File: config.mk
export PLATFORM = sky130hd
export DESIGN_NAME = timed_command_slot_table
export DESIGN_NICKNAME = d
export VERILOG_FILES = /design/src/tcst_pkg.sv /design/src/tcst_cmp.sv /design/src/tcst_store.sv /design/src/timed_command_slot_table.sv
export SDC_FILE = /design/constraint.sdc
export NUM_CORES = 2
export LEC_CHECK = 0
export BUFFER_PORTS_ARGS = -buffer_cell sky130_fd_sc_hd__buf_2
export CAP_MARGIN = 20
export CORE_MARGIN = 2
export CORE_UTILIZATION = 50
export DETAILED_ROUTE_END_ITERATION = 6
export GPL_TIMING_DRIVEN = 0
export PLACE_DENSITY = 0.78
export SLEW_MARGIN = 20
export SYNTH_ARGS = -nofsm -noshare
export SYNTH_HDL_FRONTEND = slang
export SYNTH_HIERARCHICAL = 1
export SYNTH_SLANG_ARGS = --single-unit
File: constraint.sdc
create_clock -name i_clk -period 15.4 [get_ports i_clk]
set_input_delay 3.08 -clock i_clk [delete_from_list [all_inputs] [get_ports i_clk]]
set_output_delay 3.08 -clock i_clk [all_outputs]
set_load 0.02 [all_outputs]
File: src/tcst_pkg.sv
// tcst_pkg: sizes, command and result codes, and the compare result type
// for the timed command slot table. No dependencies.
package tcst_pkg;

    localparam int SLOTS      = 16;
    localparam int SLOT_BYTES = 64;

    localparam int IDX_W = (SLOTS > 1) ? $clog2(SLOTS) : 1;
    localparam int CNT_W = $clog2(SLOTS + 1);

    localparam int TIME_W   = 32;
    localparam int HANDLE_W = 64;
    localparam int LEN_W    = 8;
    localparam int KIND_W   = 3;
    localparam int HELD_W   = 5;
    localparam int CMD_W    = 2;

    localparam logic [CMD_W-1:0] CMD_ADD   = 2'd0;
    localparam logic [CMD_W-1:0] CMD_TICK  = 2'd1;
    localparam logic [CMD_W-1:0] CMD_CLEAR = 2'd2;

    localparam logic [KIND_W-1:0] KIND_STORED   = 3'd0;
    localparam logic [KIND_W-1:0] KIND_EVICTED  = 3'd1;
    localparam logic [KIND_W-1:0] KIND_TOO_LONG = 3'd2;
    localparam logic [KIND_W-1:0] KIND_EXECUTE  = 3'd3;
    localparam logic [KIND_W-1:0] KIND_TICK_END = 3'd4;
    localparam logic [KIND_W-1:0] KIND_CLEARED  = 3'd5;

    localparam logic [TIME_W-1:0] WINDOW_RESET = 32'd3600;

    typedef struct packed {
        logic sum_le;   // a + b <= c, 33-bit, no wrap
        logic le;       // a <= c
        logic lt;       // a < c
    } t_cmp_res;

endpackage

File: src/tcst_cmp.sv
// tcst_cmp: shared time compare unit, used for the expiry/due test and the
// minimum search. Depends on tcst_pkg.
module tcst_cmp import tcst_pkg::*; (
    input  logic [TIME_W-1:0] i_a,
    input  logic [TIME_W-1:0] i_b,
    input  logic [TIME_W-1:0] i_c,
    output t_cmp_res          o_res
);

    logic [TIME_W:0] sum;

    assign sum          = {1'b0, i_a} + {1'b0, i_b};
    assign o_res.sum_le = (sum <= {1'b0, i_c});
    assign o_res.le     = (i_a <= i_c);
    assign o_res.lt     = (i_a < i_c);

endmodule

File: src/tcst_store.sv
// tcst_store: slot memory for due times and handles, one write port and one
// registered read port. Depends on tcst_pkg.
module tcst_store import tcst_pkg::*; (
    input  logic                i_clk,
    input  logic                i_wr_en,
    input  logic [IDX_W-1:0]    i_wr_addr,
    input  logic [TIME_W-1:0]   i_wr_due,
    input  logic [HANDLE_W-1:0] i_wr_handle,
    input  logic [IDX_W-1:0]    i_rd_addr,
    output logic [TIME_W-1:0]   o_rd_due,
    output logic [HANDLE_W-1:0] o_rd_handle
);

    logic [TIME_W-1:0]   r_due_mem    [SLOTS];
    logic [HANDLE_W-1:0] r_handle_mem [SLOTS];

    always_ff @(posedge i_clk) begin
        if (i_wr_en) begin
            r_due_mem[i_wr_addr]    <= i_wr_due;
            r_handle_mem[i_wr_addr] <= i_wr_handle;
        end
    end

    always_ff @(posedge i_clk) begin
        o_rd_due    <= r_due_mem[i_rd_addr];
        o_rd_handle <= r_handle_mem[i_rd_addr];
    end

endmodule

File: src/timed_command_slot_table.sv
// Flow: add with a free slot, clear and reject go through ST_FINAL to the registered
// result; add to a full table goes ST_MIN, ST_EVICT, ST_FINAL; tick walks ST_TICK,
// holding while the output stalls. Throughput: one item at a time; the next input
// beat can land on the edge the final result is first offered.
// Reset (synchronous, active low): table empty, window 3600, no result pending.
// Depends on tcst_pkg, tcst_cmp and tcst_store.
module timed_command_slot_table import tcst_pkg::*; (
    input  logic                i_clk,
    input  logic                i_rst_n,
    input  logic                i_cfg_wr_en,
    input  logic [TIME_W-1:0]   i_cfg_wr_data,
    input  logic                i_valid,
    output logic                o_ready,
    input  logic [CMD_W-1:0]    i_command,
    input  logic [TIME_W-1:0]   i_due_time,
    input  logic [HANDLE_W-1:0] i_command_handle,
    input  logic [LEN_W-1:0]    i_command_length,
    input  logic [TIME_W-1:0]   i_current_time,
    output logic                o_valid,
    input  logic                i_ready,
    output logic [KIND_W-1:0]   o_result_kind,
    output logic [HANDLE_W-1:0] o_out_handle,
    output logic [TIME_W-1:0]   o_out_time,
    output logic [HELD_W-1:0]   o_entries_held,
    output logic                o_last
);

    localparam logic [2:0] ST_IDLE  = 3'd0;
    localparam logic [2:0] ST_MIN   = 3'd1;
    localparam logic [2:0] ST_EVICT = 3'd2;
    localparam logic [2:0] ST_TICK  = 3'd3;
    localparam logic [2:0] ST_FINAL = 3'd4;

    localparam logic [IDX_W-1:0] LAST_IDX = IDX_W'(SLOTS - 1);

    logic [2:0]          r_state,   n_state;
    logic [IDX_W-1:0]    r_idx,     n_idx;
    logic [IDX_W-1:0]    r_pick,    n_pick;
    logic [TIME_W-1:0]   r_best,    n_best;
    logic [CNT_W-1:0]    r_count,   n_count;
    logic [SLOTS-1:0]    r_valid,   n_valid;
    logic [TIME_W-1:0]   r_window;
    logic [TIME_W-1:0]   r_now,     n_now;
    logic [TIME_W-1:0]   r_due,     n_due;
    logic [HANDLE_W-1:0] r_handle,  n_handle;
    logic [KIND_W-1:0]   r_kind,    n_kind;

    logic                r_out_valid,  n_out_valid;
    logic [KIND_W-1:0]   r_out_kind,   n_out_kind;
    logic [HANDLE_W-1:0] r_out_handle, n_out_handle;
    logic [TIME_W-1:0]   r_out_time,   n_out_time;
    logic [CNT_W-1:0]    r_out_held,   n_out_held;
    logic                r_out_last,   n_out_last;

    logic                in_beat;
    logic                out_free;
    logic                advance;
    logic [IDX_W-1:0]    free_idx;
    logic                wr_en;
    logic [IDX_W-1:0]    wr_addr;
    logic [TIME_W-1:0]   wr_due;
    logic [HANDLE_W-1:0] wr_handle;
    logic [TIME_W-1:0]   rd_due;
    logic [HANDLE_W-1:0] rd_handle;
    logic [TIME_W-1:0]   cmp_b;
    logic [TIME_W-1:0]   cmp_c;
    t_cmp_res            cmp_res;

    function automatic logic [IDX_W-1:0] first_free(input logic [SLOTS-1:0] v);
        logic [IDX_W-1:0] f;
        f = '0;
        for (int i = SLOTS - 1; i >= 0; i--) begin
            if (!v[i]) begin
                f = IDX_W'(i);
            end
        end
        return f;
    endfunction

    assign o_ready  = (r_state == ST_IDLE);
    assign in_beat  = i_valid && o_ready;
    assign out_free = !r_out_valid || i_ready;
    assign free_idx = first_free(r_valid);

    assign cmp_b = (r_state == ST_TICK) ? r_window : '0;
    assign cmp_c = (r_state == ST_TICK) ? r_now : r_best;

    tcst_cmp u_cmp (
        .i_a   (rd_due),
        .i_b   (cmp_b),
        .i_c   (cmp_c),
        .o_res (cmp_res)
    );

    tcst_store u_store (
        .i_clk       (i_clk),
        .i_wr_en     (wr_en),
        .i_wr_addr   (wr_addr),
        .i_wr_due    (wr_due),
        .i_wr_handle (wr_handle),
        .i_rd_addr   (n_idx),
        .o_rd_due    (rd_due),
        .o_rd_handle (rd_handle)
    );

    always_comb begin
        n_state      = r_state;
        n_idx        = '0;
        n_pick       = r_pick;
        n_best       = r_best;
        n_count      = r_count;
        n_valid      = r_valid;
        n_now        = r_now;
        n_due        = r_due;
        n_handle     = r_handle;
        n_kind       = r_kind;
        n_out_valid  = r_out_valid && !i_ready;
        n_out_kind   = r_out_kind;
        n_out_handle = r_out_handle;
        n_out_time   = r_out_time;
        n_out_held   = r_out_held;
        n_out_last   = r_out_last;
        wr_en        = 1'b0;
        wr_addr      = free_idx;
        wr_due       = i_due_time;
        wr_handle    = i_command_handle;
        advance      = 1'b1;

        unique case (r_state)
            ST_IDLE: begin
                if (in_beat) begin
                    n_now    = i_current_time;
                    n_due    = i_due_time;
                    n_handle = i_command_handle;
                    unique case (i_command)
                        CMD_ADD: begin
                            if (i_command_length > LEN_W'(SLOT_BYTES)) begin
                                n_kind  = KIND_TOO_LONG;
                                n_state = ST_FINAL;
                            end else if (r_count >= CNT_W'(SLOTS)) begin
                                n_state = ST_MIN;
                            end else begin
                                wr_en             = 1'b1;
                                n_valid[free_idx] = 1'b1;
                                n_count           = r_count + 1'b1;
                                n_kind            = KIND_STORED;
                                n_state           = ST_FINAL;
                            end
                        end
                        CMD_TICK: begin
                            n_state = ST_TICK;
                        end
                        CMD_CLEAR: begin
                            n_valid = '0;
                            n_count = '0;
                            n_kind  = KIND_CLEARED;
                            n_state = ST_FINAL;
                        end
                        default: begin
                            n_state = ST_IDLE;
                        end
                    endcase
                end
            end
            ST_MIN: begin
                if (r_idx == '0 || cmp_res.lt) begin
                    n_best = rd_due;
                    n_pick = r_idx;
                end
                if (r_idx == LAST_IDX) begin
                    n_state = ST_EVICT;
                end else begin
                    n_idx = r_idx + 1'b1;
                end
            end
            ST_EVICT: begin
                wr_en     = 1'b1;
                wr_addr   = r_pick;
                wr_due    = r_due;
                wr_handle = r_handle;
                n_kind    = KIND_EVICTED;
                n_state   = ST_FINAL;
            end
            ST_TICK: begin
                if (r_valid[r_idx]) begin
                    if (cmp_res.sum_le) begin
                        n_valid[r_idx] = 1'b0;
                        n_count        = r_count - 1'b1;
                    end else if (cmp_res.le) begin
                        if (out_free) begin
                            n_valid[r_idx] = 1'b0;
                            n_count        = r_count - 1'b1;
                            n_out_valid    = 1'b1;
                            n_out_kind     = KIND_EXECUTE;
                            n_out_handle   = rd_handle;
                            n_out_time     = rd_due;
                            n_out_held     = r_count - 1'b1;
                            n_out_last     = 1'b0;
                        end else begin
                            advance = 1'b0;
                        end
                    end
                end
                if (!advance) begin
                    n_idx = r_idx;
                end else if (r_idx == LAST_IDX) begin
                    n_kind  = KIND_TICK_END;
                    n_state = ST_FINAL;
                end else begin
                    n_idx = r_idx + 1'b1;
                end
            end
            ST_FINAL: begin
                if (out_free) begin
                    n_out_valid  = 1'b1;
                    n_out_kind   = r_kind;
                    n_out_handle = '0;
                    n_out_time   = '0;
                    n_out_held   = r_count;
                    n_out_last   = 1'b1;
                    n_state      = ST_IDLE;
                end
            end
            default: begin
                n_state = ST_IDLE;
            end
        endcase
    end

    always_ff @(posedge i_clk) begin
        if (!i_rst_n) begin
            r_state     <= ST_IDLE;
            r_idx       <= '0;
            r_count     <= '0;
            r_valid     <= '0;
            r_window    <= WINDOW_RESET;
            r_out_valid <= 1'b0;
        end else begin
            r_state     <= n_state;
            r_idx       <= n_idx;
            r_count     <= n_count;
            r_valid     <= n_valid;
            r_out_valid <= n_out_valid;
            if (i_cfg_wr_en) begin
                r_window <= i_cfg_wr_data;
            end
        end
    end

    always_ff @(posedge i_clk) begin
        r_pick       <= n_pick;
        r_best       <= n_best;
        r_now        <= n_now;
        r_due        <= n_due;
        r_handle     <= n_handle;
        r_kind       <= n_kind;
        r_out_kind   <= n_out_kind;
        r_out_handle <= n_out_handle;
        r_out_time   <= n_out_time;
        r_out_held   <= n_out_held;
        r_out_last   <= n_out_last;
    end

    assign o_valid        = r_out_valid;
    assign o_result_kind  = r_out_kind;
    assign o_out_handle   = r_out_handle;
    assign o_out_time     = r_out_time;
    assign o_entries_held = HELD_W'(r_out_held);
    assign o_last         = r_out_last;

endmodule

* Word level (Yosys, flattened, before mapping)
Memories as Yosys holds them, arrays and structs flattened. A register that Yosys moved wholly into a read port is not among the register bits.
Cells that the tools add are included.
Widths: inputs -> output; s select.
** Word-level totals
- Word-level logic and storage cells :: 184
- Bits of input ports :: 175
- Memory bits (writable) :: 1536
- Memories :: 2
- Register bits after elaboration :: 333
- Output and inout bits :: 107
** Operators by class
- Bitwise logic cells :: 3
- Reductions and logical operators :: 20
- Equal/unequal tests :: 22
- Muxes and demuxes :: 107
- Magnitude comparators :: 9
- $add $sub $neg :: 4
** Memory list
- u_store.r_handle_mem :: words 16, width 64, read ports 1, clocked after memory_dff 1, write ports 1, RTL line tcst_store.sv:15 : logic [HANDLE_W-1:0] r_handle_mem [SLOTS];
- u_store.r_due_mem :: words 16, width 32, read ports 1, clocked after memory_dff 1, write ports 1, RTL line tcst_store.sv:14 : logic [TIME_W-1:0] r_due_mem [SLOTS];
** Operator list (count)
- $mux 64 :: 6
- $mux 32 :: 8
- $pmux 64 s2 :: 1
- $mux 16 :: 7
- $mux 4 :: 19
- $pmux 16 s2 :: 2
- $pmux 32 s2 :: 1
- $mux 5 :: 10
- $mux 3 :: 15
- $add 32x32->33 :: 1
- $le 33x32->1 :: 1
- $le 32x32->1 :: 1
- $lt 32x32->1 :: 1
- $pmux 5 s2 :: 3
- $mux 1 :: 23
- $pmux 3 s3 :: 2
- $and 16x16->16 :: 1
- $not 16->16 :: 1
- $or 16x16->16 :: 1
- $pmux 3 s5 :: 1
- $ne 3x3->1 const B :: 4
- $pmux 3 s2 :: 2
- $reduce_and 6->1 :: 2
- $lt 4x5->1 const B :: 2
- 31 further kinds :: 50

* Logic depth before layout (Yosys ltp)
- Depth in word-level cells :: 26
- Mapped depth :: 33
- Mapped depth without buffers :: 28

* Modules after synthesis
Netlist, hierarchy kept.
** Modules (own cells, without submodules)
- tcst_store :: cells an instance 2460, times used 1, sequential area each 48046.1 µm², area each 59349.4 µm²
- timed_command_slot_table :: cells an instance 1058, times used 1, sequential area each 9389.0 µm², area each 14092.3 µm²
- tcst_cmp :: cells an instance 465, times used 1, sequential area each 0.0 µm², area each 3400.8 µm²

* Worst setup path before layout
No wires, ideal clock.
- Path type :: input to register
- Start point :: input port i_command_length[0]
- End point :: memory u_store.r_due_mem[0][0], enable pin
- Path buffers :: 0
- Arrival :: 11.136 ns
- Cell stages on the path :: 7
- Setup time :: 0.668 ns
- Required time :: 14.732 ns
- Setup slack :: 3.595 ns
- Path through :: nor4_1 nand2_1 a21oi_1 a41oi_1 nor3_1 or3b_2 nor3_1
** Between the ends
- Word-level cells in the longest chain between the ends :: 7
** RTL lines
- start: declaration :: RTL line timed_command_slot_table.sv:17 : input logic [LEN_W-1:0] i_command_length,
- $gt 8x7->1 :: RTL line timed_command_slot_table.sv:137 : if (i_command_length > LEN_W'(SLOT_BYTES)) begin
- $mux 1 :: RTL line timed_command_slot_table.sv:137
- $mux 1 :: RTL line timed_command_slot_table.sv:135 : unique case (i_command)
- $mux 1 :: RTL line timed_command_slot_table.sv:131 : if (in_beat) begin
- $pmux 1 s2 :: RTL line timed_command_slot_table.sv:129 : unique case (r_state)
- net wr_en :: RTL line timed_command_slot_table.sv:59 : logic wr_en;
- $mux 1 :: RTL line tcst_store.sv:18 : if (i_wr_en) begin
- $mux 1 (implied by the code) :: RTL line tcst_store.sv:19 : r_due_mem[i_wr_addr] <= i_wr_due;
- end: declaration :: RTL line tcst_store.sv:14
The timed path passes the listed nets, and every way through them passes these cells.

==> results list <==
* CP dominant cell by count: clkbuf_1
* Multiplexer area fraction after synthesis: 13.3%
- Worst clock skew: 0.0492 ns
* Mean area per synthesized cell: 19.3 um^2
- Standard cell with the maximum stage delay on the critical path: nor4_1
- Minimum hold slack: 0.494 ns
- Comb power frac: 5.5%
* TritonCTS clock tree: yes
* Initial Utilization: 50.5%
- After Yosys synthesis, XOR and XNOR cells account for 0.308% of the synthesized area.
* Headroom to the max-slew limit: 25.3%
* Share of synthesized flip-flops with an asynchronous set or reset: 0%
- The initial antenna violation count is 18.
- Register-to-Register Setup Slack: 4.34 ns
* Fmax: 90.4 MHz
- In this run the count of I/O pins placed on the die edge is 282.
- Synthesis inferred 1965 register bits.
- Die height: 396 um
- CP max FO: 10
* Maxcap violations: 0
- In this run the worst setup path begins at r_state[0].
- Along the worst hold path, the cell count comes to 1.
- Unrepaired setup endpoints after global routing: false
- Setup bufs post-CTS: 0
- Entering global routing, the biggest net connects 51 pins.
- Start point of the worst min-delay path: r_kind[1]
- Commonest cells after routing, fill and taps aside: edfxtp_1 (1808), mux4_2 (386), buf_2 (296), nand2_1 (274), a22oi_1 (194)
- Relative to the synthesized area, the layout overhead comes to 16.2%.
* Critical path required time: 16.10 ns
- Proportion of synthesized chip area in sequential cells: 74.7%
* Most frequent standard cell in the layout excluding fill and tap cells: edfxtp_1
- After global routing the overflow that remains totals 0.
* Post-Syn Instances: 3983
* Proportion of power drawn by the clock network: 40.3%
- DRC violation total after the first TritonRoute iteration: 5662
* Hold EP: o_result_kind[1]
- Total clock buffers created by CTS: 188
* Largest family of logic cells by synthesized area: multiplexers
* Layout cells sized above 1: 27.1%
- Once layout is complete, the utilization of the core stands at 58.7%.
* Type of origin of the critical path: register
* Flip-flop cell with the highest count after synthesis: edfxtp_1
- Count of filler cells inserted in the layout: 10600
- Number of failing hold endpoints at the final stage: 0
- In this run the clock root is driven by a clkbuf_16.
- Net switching power: 2.41 mW
* Basic-gate share of the synthesized area counting and, or, nand and nor cells: 4.17%
- Per report_power, the sequential group accounts for 54.2% of the total.
- Die Span X: 396 um
- The clock drives 1965 sinks.
- Dividing total power by cell area gives a power density of 124 mW/mm^2.
- Worst supply voltage drop on vdd: 0.130 mV
- Tcrit/Tclk final: 71.8%
- Count of flip-flops with a built-in enable after synthesis: 1808
* PnR Total Power: 11.1 mW
- The count of nets left with antenna violations once routing finished came out at 1.
- Core Area: 0.152 mm^2
- Leakage component of the power: 29.7 nW
- Total Wirelength: 195000 um
* Row Count: 143
- The number of global-route vias before repair is 42200.
* Largest stage delay, worst path: 0.76 ns
- Routability-driven placement finished with a final weighted congestion of 0.893.
- The count of final max-slew check failures was 0.
- Share of the synthesized area in the top cell type: 70.7%
- Internal power comes to 8.69 mW.
- For this design, the CTS-stage hold fixing added 0 buffers.
- Run status: finished with violations
- Number of library cell types mapped by synthesis: 89
- In the routed design, unresolved DRC markers number 0.
* Count of buffers inserted at the top-level ports: 279
- Summed negative setup slack over all endpoints: 0 ns
- Detailed placement ended at an HPWL of 126000 um.
- The final reports fail on antenna violations.
- Summing every instance area after synthesis gives 0.0768 mm^2.
- GR Util All Layers: 24.8%
- Depth of the worst register-to-register path: 31
- First-pass GRT wire length: 284000 um
- The critical path in this run is classified as reg2reg.
- For the pin with the worst max-slew slack, the measured transition is 1.12 ns.
* R2R Path Start: r_state[0]
- Type of destination of the critical path: register
- In this run the deepest clock path goes through 3 buffers.
* Number of nets in the layout: 4878
* Worst-Skew Late Latency: 0.84 ns
* Fin crit period: 11.06 ns
- After detailed routing, the number of vias per cell comes to 6.15.
- The routed layout has 41800 vias.
* Biggest area contributors in the synthesized netlist: edfxtp_1 (71%), mux4_2 (11%), dfxtp_1 (4.1%), a22oi_1 (1.9%), ha_1 (1.7%)
* Type of the tightest min-delay check: reg2reg
* Worst EP arrival: 11.77 ns
- After clock tree synthesis, the repair step resized 0 gates.
* Detail-routed net length per standard cell: 28.7 um
- Net switching is 21.7% of the power.
- Synth Area in Compound Gates: 4.11%
- Before antenna repair, the detailed router went through 6 iterations.
* Setup violators final: 0
- Yosys synthesis warning count: 6
* Largest area contributor in the netlist: edfxtp_1
- Synthesized-area fraction occupied by adder cells: 1.69%
- Full die area: 0.157 mm^2
- Nets in the synthesized netlist: 4261
* Worst-path clk slew: 0.06 ns
- The endpoint identified for the worst register-to-register timing path is u_store/o_rd_due[29].
- Clock H-tree levels: 4
[Yosys cell counts (41+ instances only)]
cell type / count
ha_1: 102
and3_1: 42
a21oi_1: 76
nand2_1: 274
mux2_2: 96
a22oi_1: 194
nor2_1: 94
clkbuf_1: 102
mux2i_1: 41
dfxtp_1: 157
mux4_2: 386
edfxtp_1: 1808
and2_1: 103
inv_1: 67
buf_1: 41
[layer usage]
layer / GRT usage [%] / share of wire [%] / vias to the layer above / wire [um]
met1: 33.5 / 38 / 21500 / 74400
met3: 5.33 / 10 / 355 / 19400
met2: 40.3 / 49 / 2507 / 95000
met5: 0 / 0.034 / - / 67
li1: - / - / 17400 / -
met4: 8.31 / 3.1 / 12 / 6020
[stage by stage]
stage / std cells / area, um^2 / worst slack, ns
3_5_place_dp: 6440 / 83300 / 4.70
3_3_place_gp: 6292 / 80800 / -5.36
5_1_grt: 6790 / 89300 / 4.07
4_1_cts: 6790 / 89300 / 4.61
6_report: 6796 / 89300 / 4.34
2_1_floorplan: 3983 / 76800 / 3.60
[worst max path at each step]
| stage | end | slack (ns) | cells past startpoint |
|---|---|---|---|
| final | u_store/o_rd_due[29] | 4.34 | 31 |
| after floorplan | u_store/r_due_mem[0][0] | 3.60 | 7 |
| after global placement | u_store/r_handle_mem[0][20] | -5.36 | 7 |
| after global routing | u_store/o_rd_due[20] | 4.07 | 31 |
| after detailed placement | u_store/o_rd_due[11] | 4.70 | 31 |
| after CTS | u_store/o_rd_due[11] | 4.61 | 31 |
[worst max-delay path, delay by kind of cell (launching register included)]
kind,cells,cell delay (ns)
AO/OA/AOI/OAI,8,2.16
flip-flops,1,0.38
AND/OR/NAND/NOR,13,4.25
buffers and inverters,7,3.32
adder cells (fa/ha/maj),2,0.76
XOR/XNOR,1,0.08
[power by group through the flow]
stage / clock [mW] / sequential [mW] / combinational (mW)
after floorplan: 0 / 6.14 / 0.358
after global placement: 0 / 6.15 / 0.559
after detailed placement: 0 / 6.13 / 0.608
after CTS: 4.53 / 6.02 / 0.616
after global routing: 4.73 / 6.02 / 0.663
final: 4.47 / 6.02 / 0.615
[flip-flops by register name (all words and copies together) (netlist names), 5 cells and up]
| name | count |
|---|---|
| u_store/r_handle_mem | 1024 |
| r_now | 32 |
| r_count | 5 |
| r_best | 32 |
| o_entries_held | 5 |
| r_handle | 64 |
| u_store/o_rd_due | 32 |
| r_due | 32 |
| r_valid | 16 |
| u_store/o_rd_handle | 64 |
| u_store/r_due_mem | 512 |
| o_out_handle | 64 |
| r_window | 32 |
| o_out_time | 32 |
[kinds of logic (layout without fill, tap and decap cells)]
logic type / Yosys count / after routing
DFF: 1965 / 1965
and+or+nand+nor: 655 / 655
muxes: 523 / 523
AOI/OAI and AO/OA: 436 / 436
buffers and inverters: 274 / 1051
adders and majority gates: 103 / 103
xor gates and xnor gates: 27 / 27
other: 0 / 6
[layout make-up]
type | count | area, um^2 | area share (%)
Multi-Input combinational cell | 1744 | 18200 | 20.4
Antenna cell | 6 | 15.0 | 0.0168
Timing Repair Buffer | 427 | 3780 | 4.24
Buffer | 207 | 1080 | 1.21
Clock inverter | 77 | 706 | 0.790
Sequential cell | 1965 | 57400 | 64.3
Tap cell | 2030 | 2540 | 2.84
Inverter | 67 | 251 | 0.282
Clock buffer | 273 | 5290 | 5.92
Note: power is estimated with default switching activity, not from simulation.
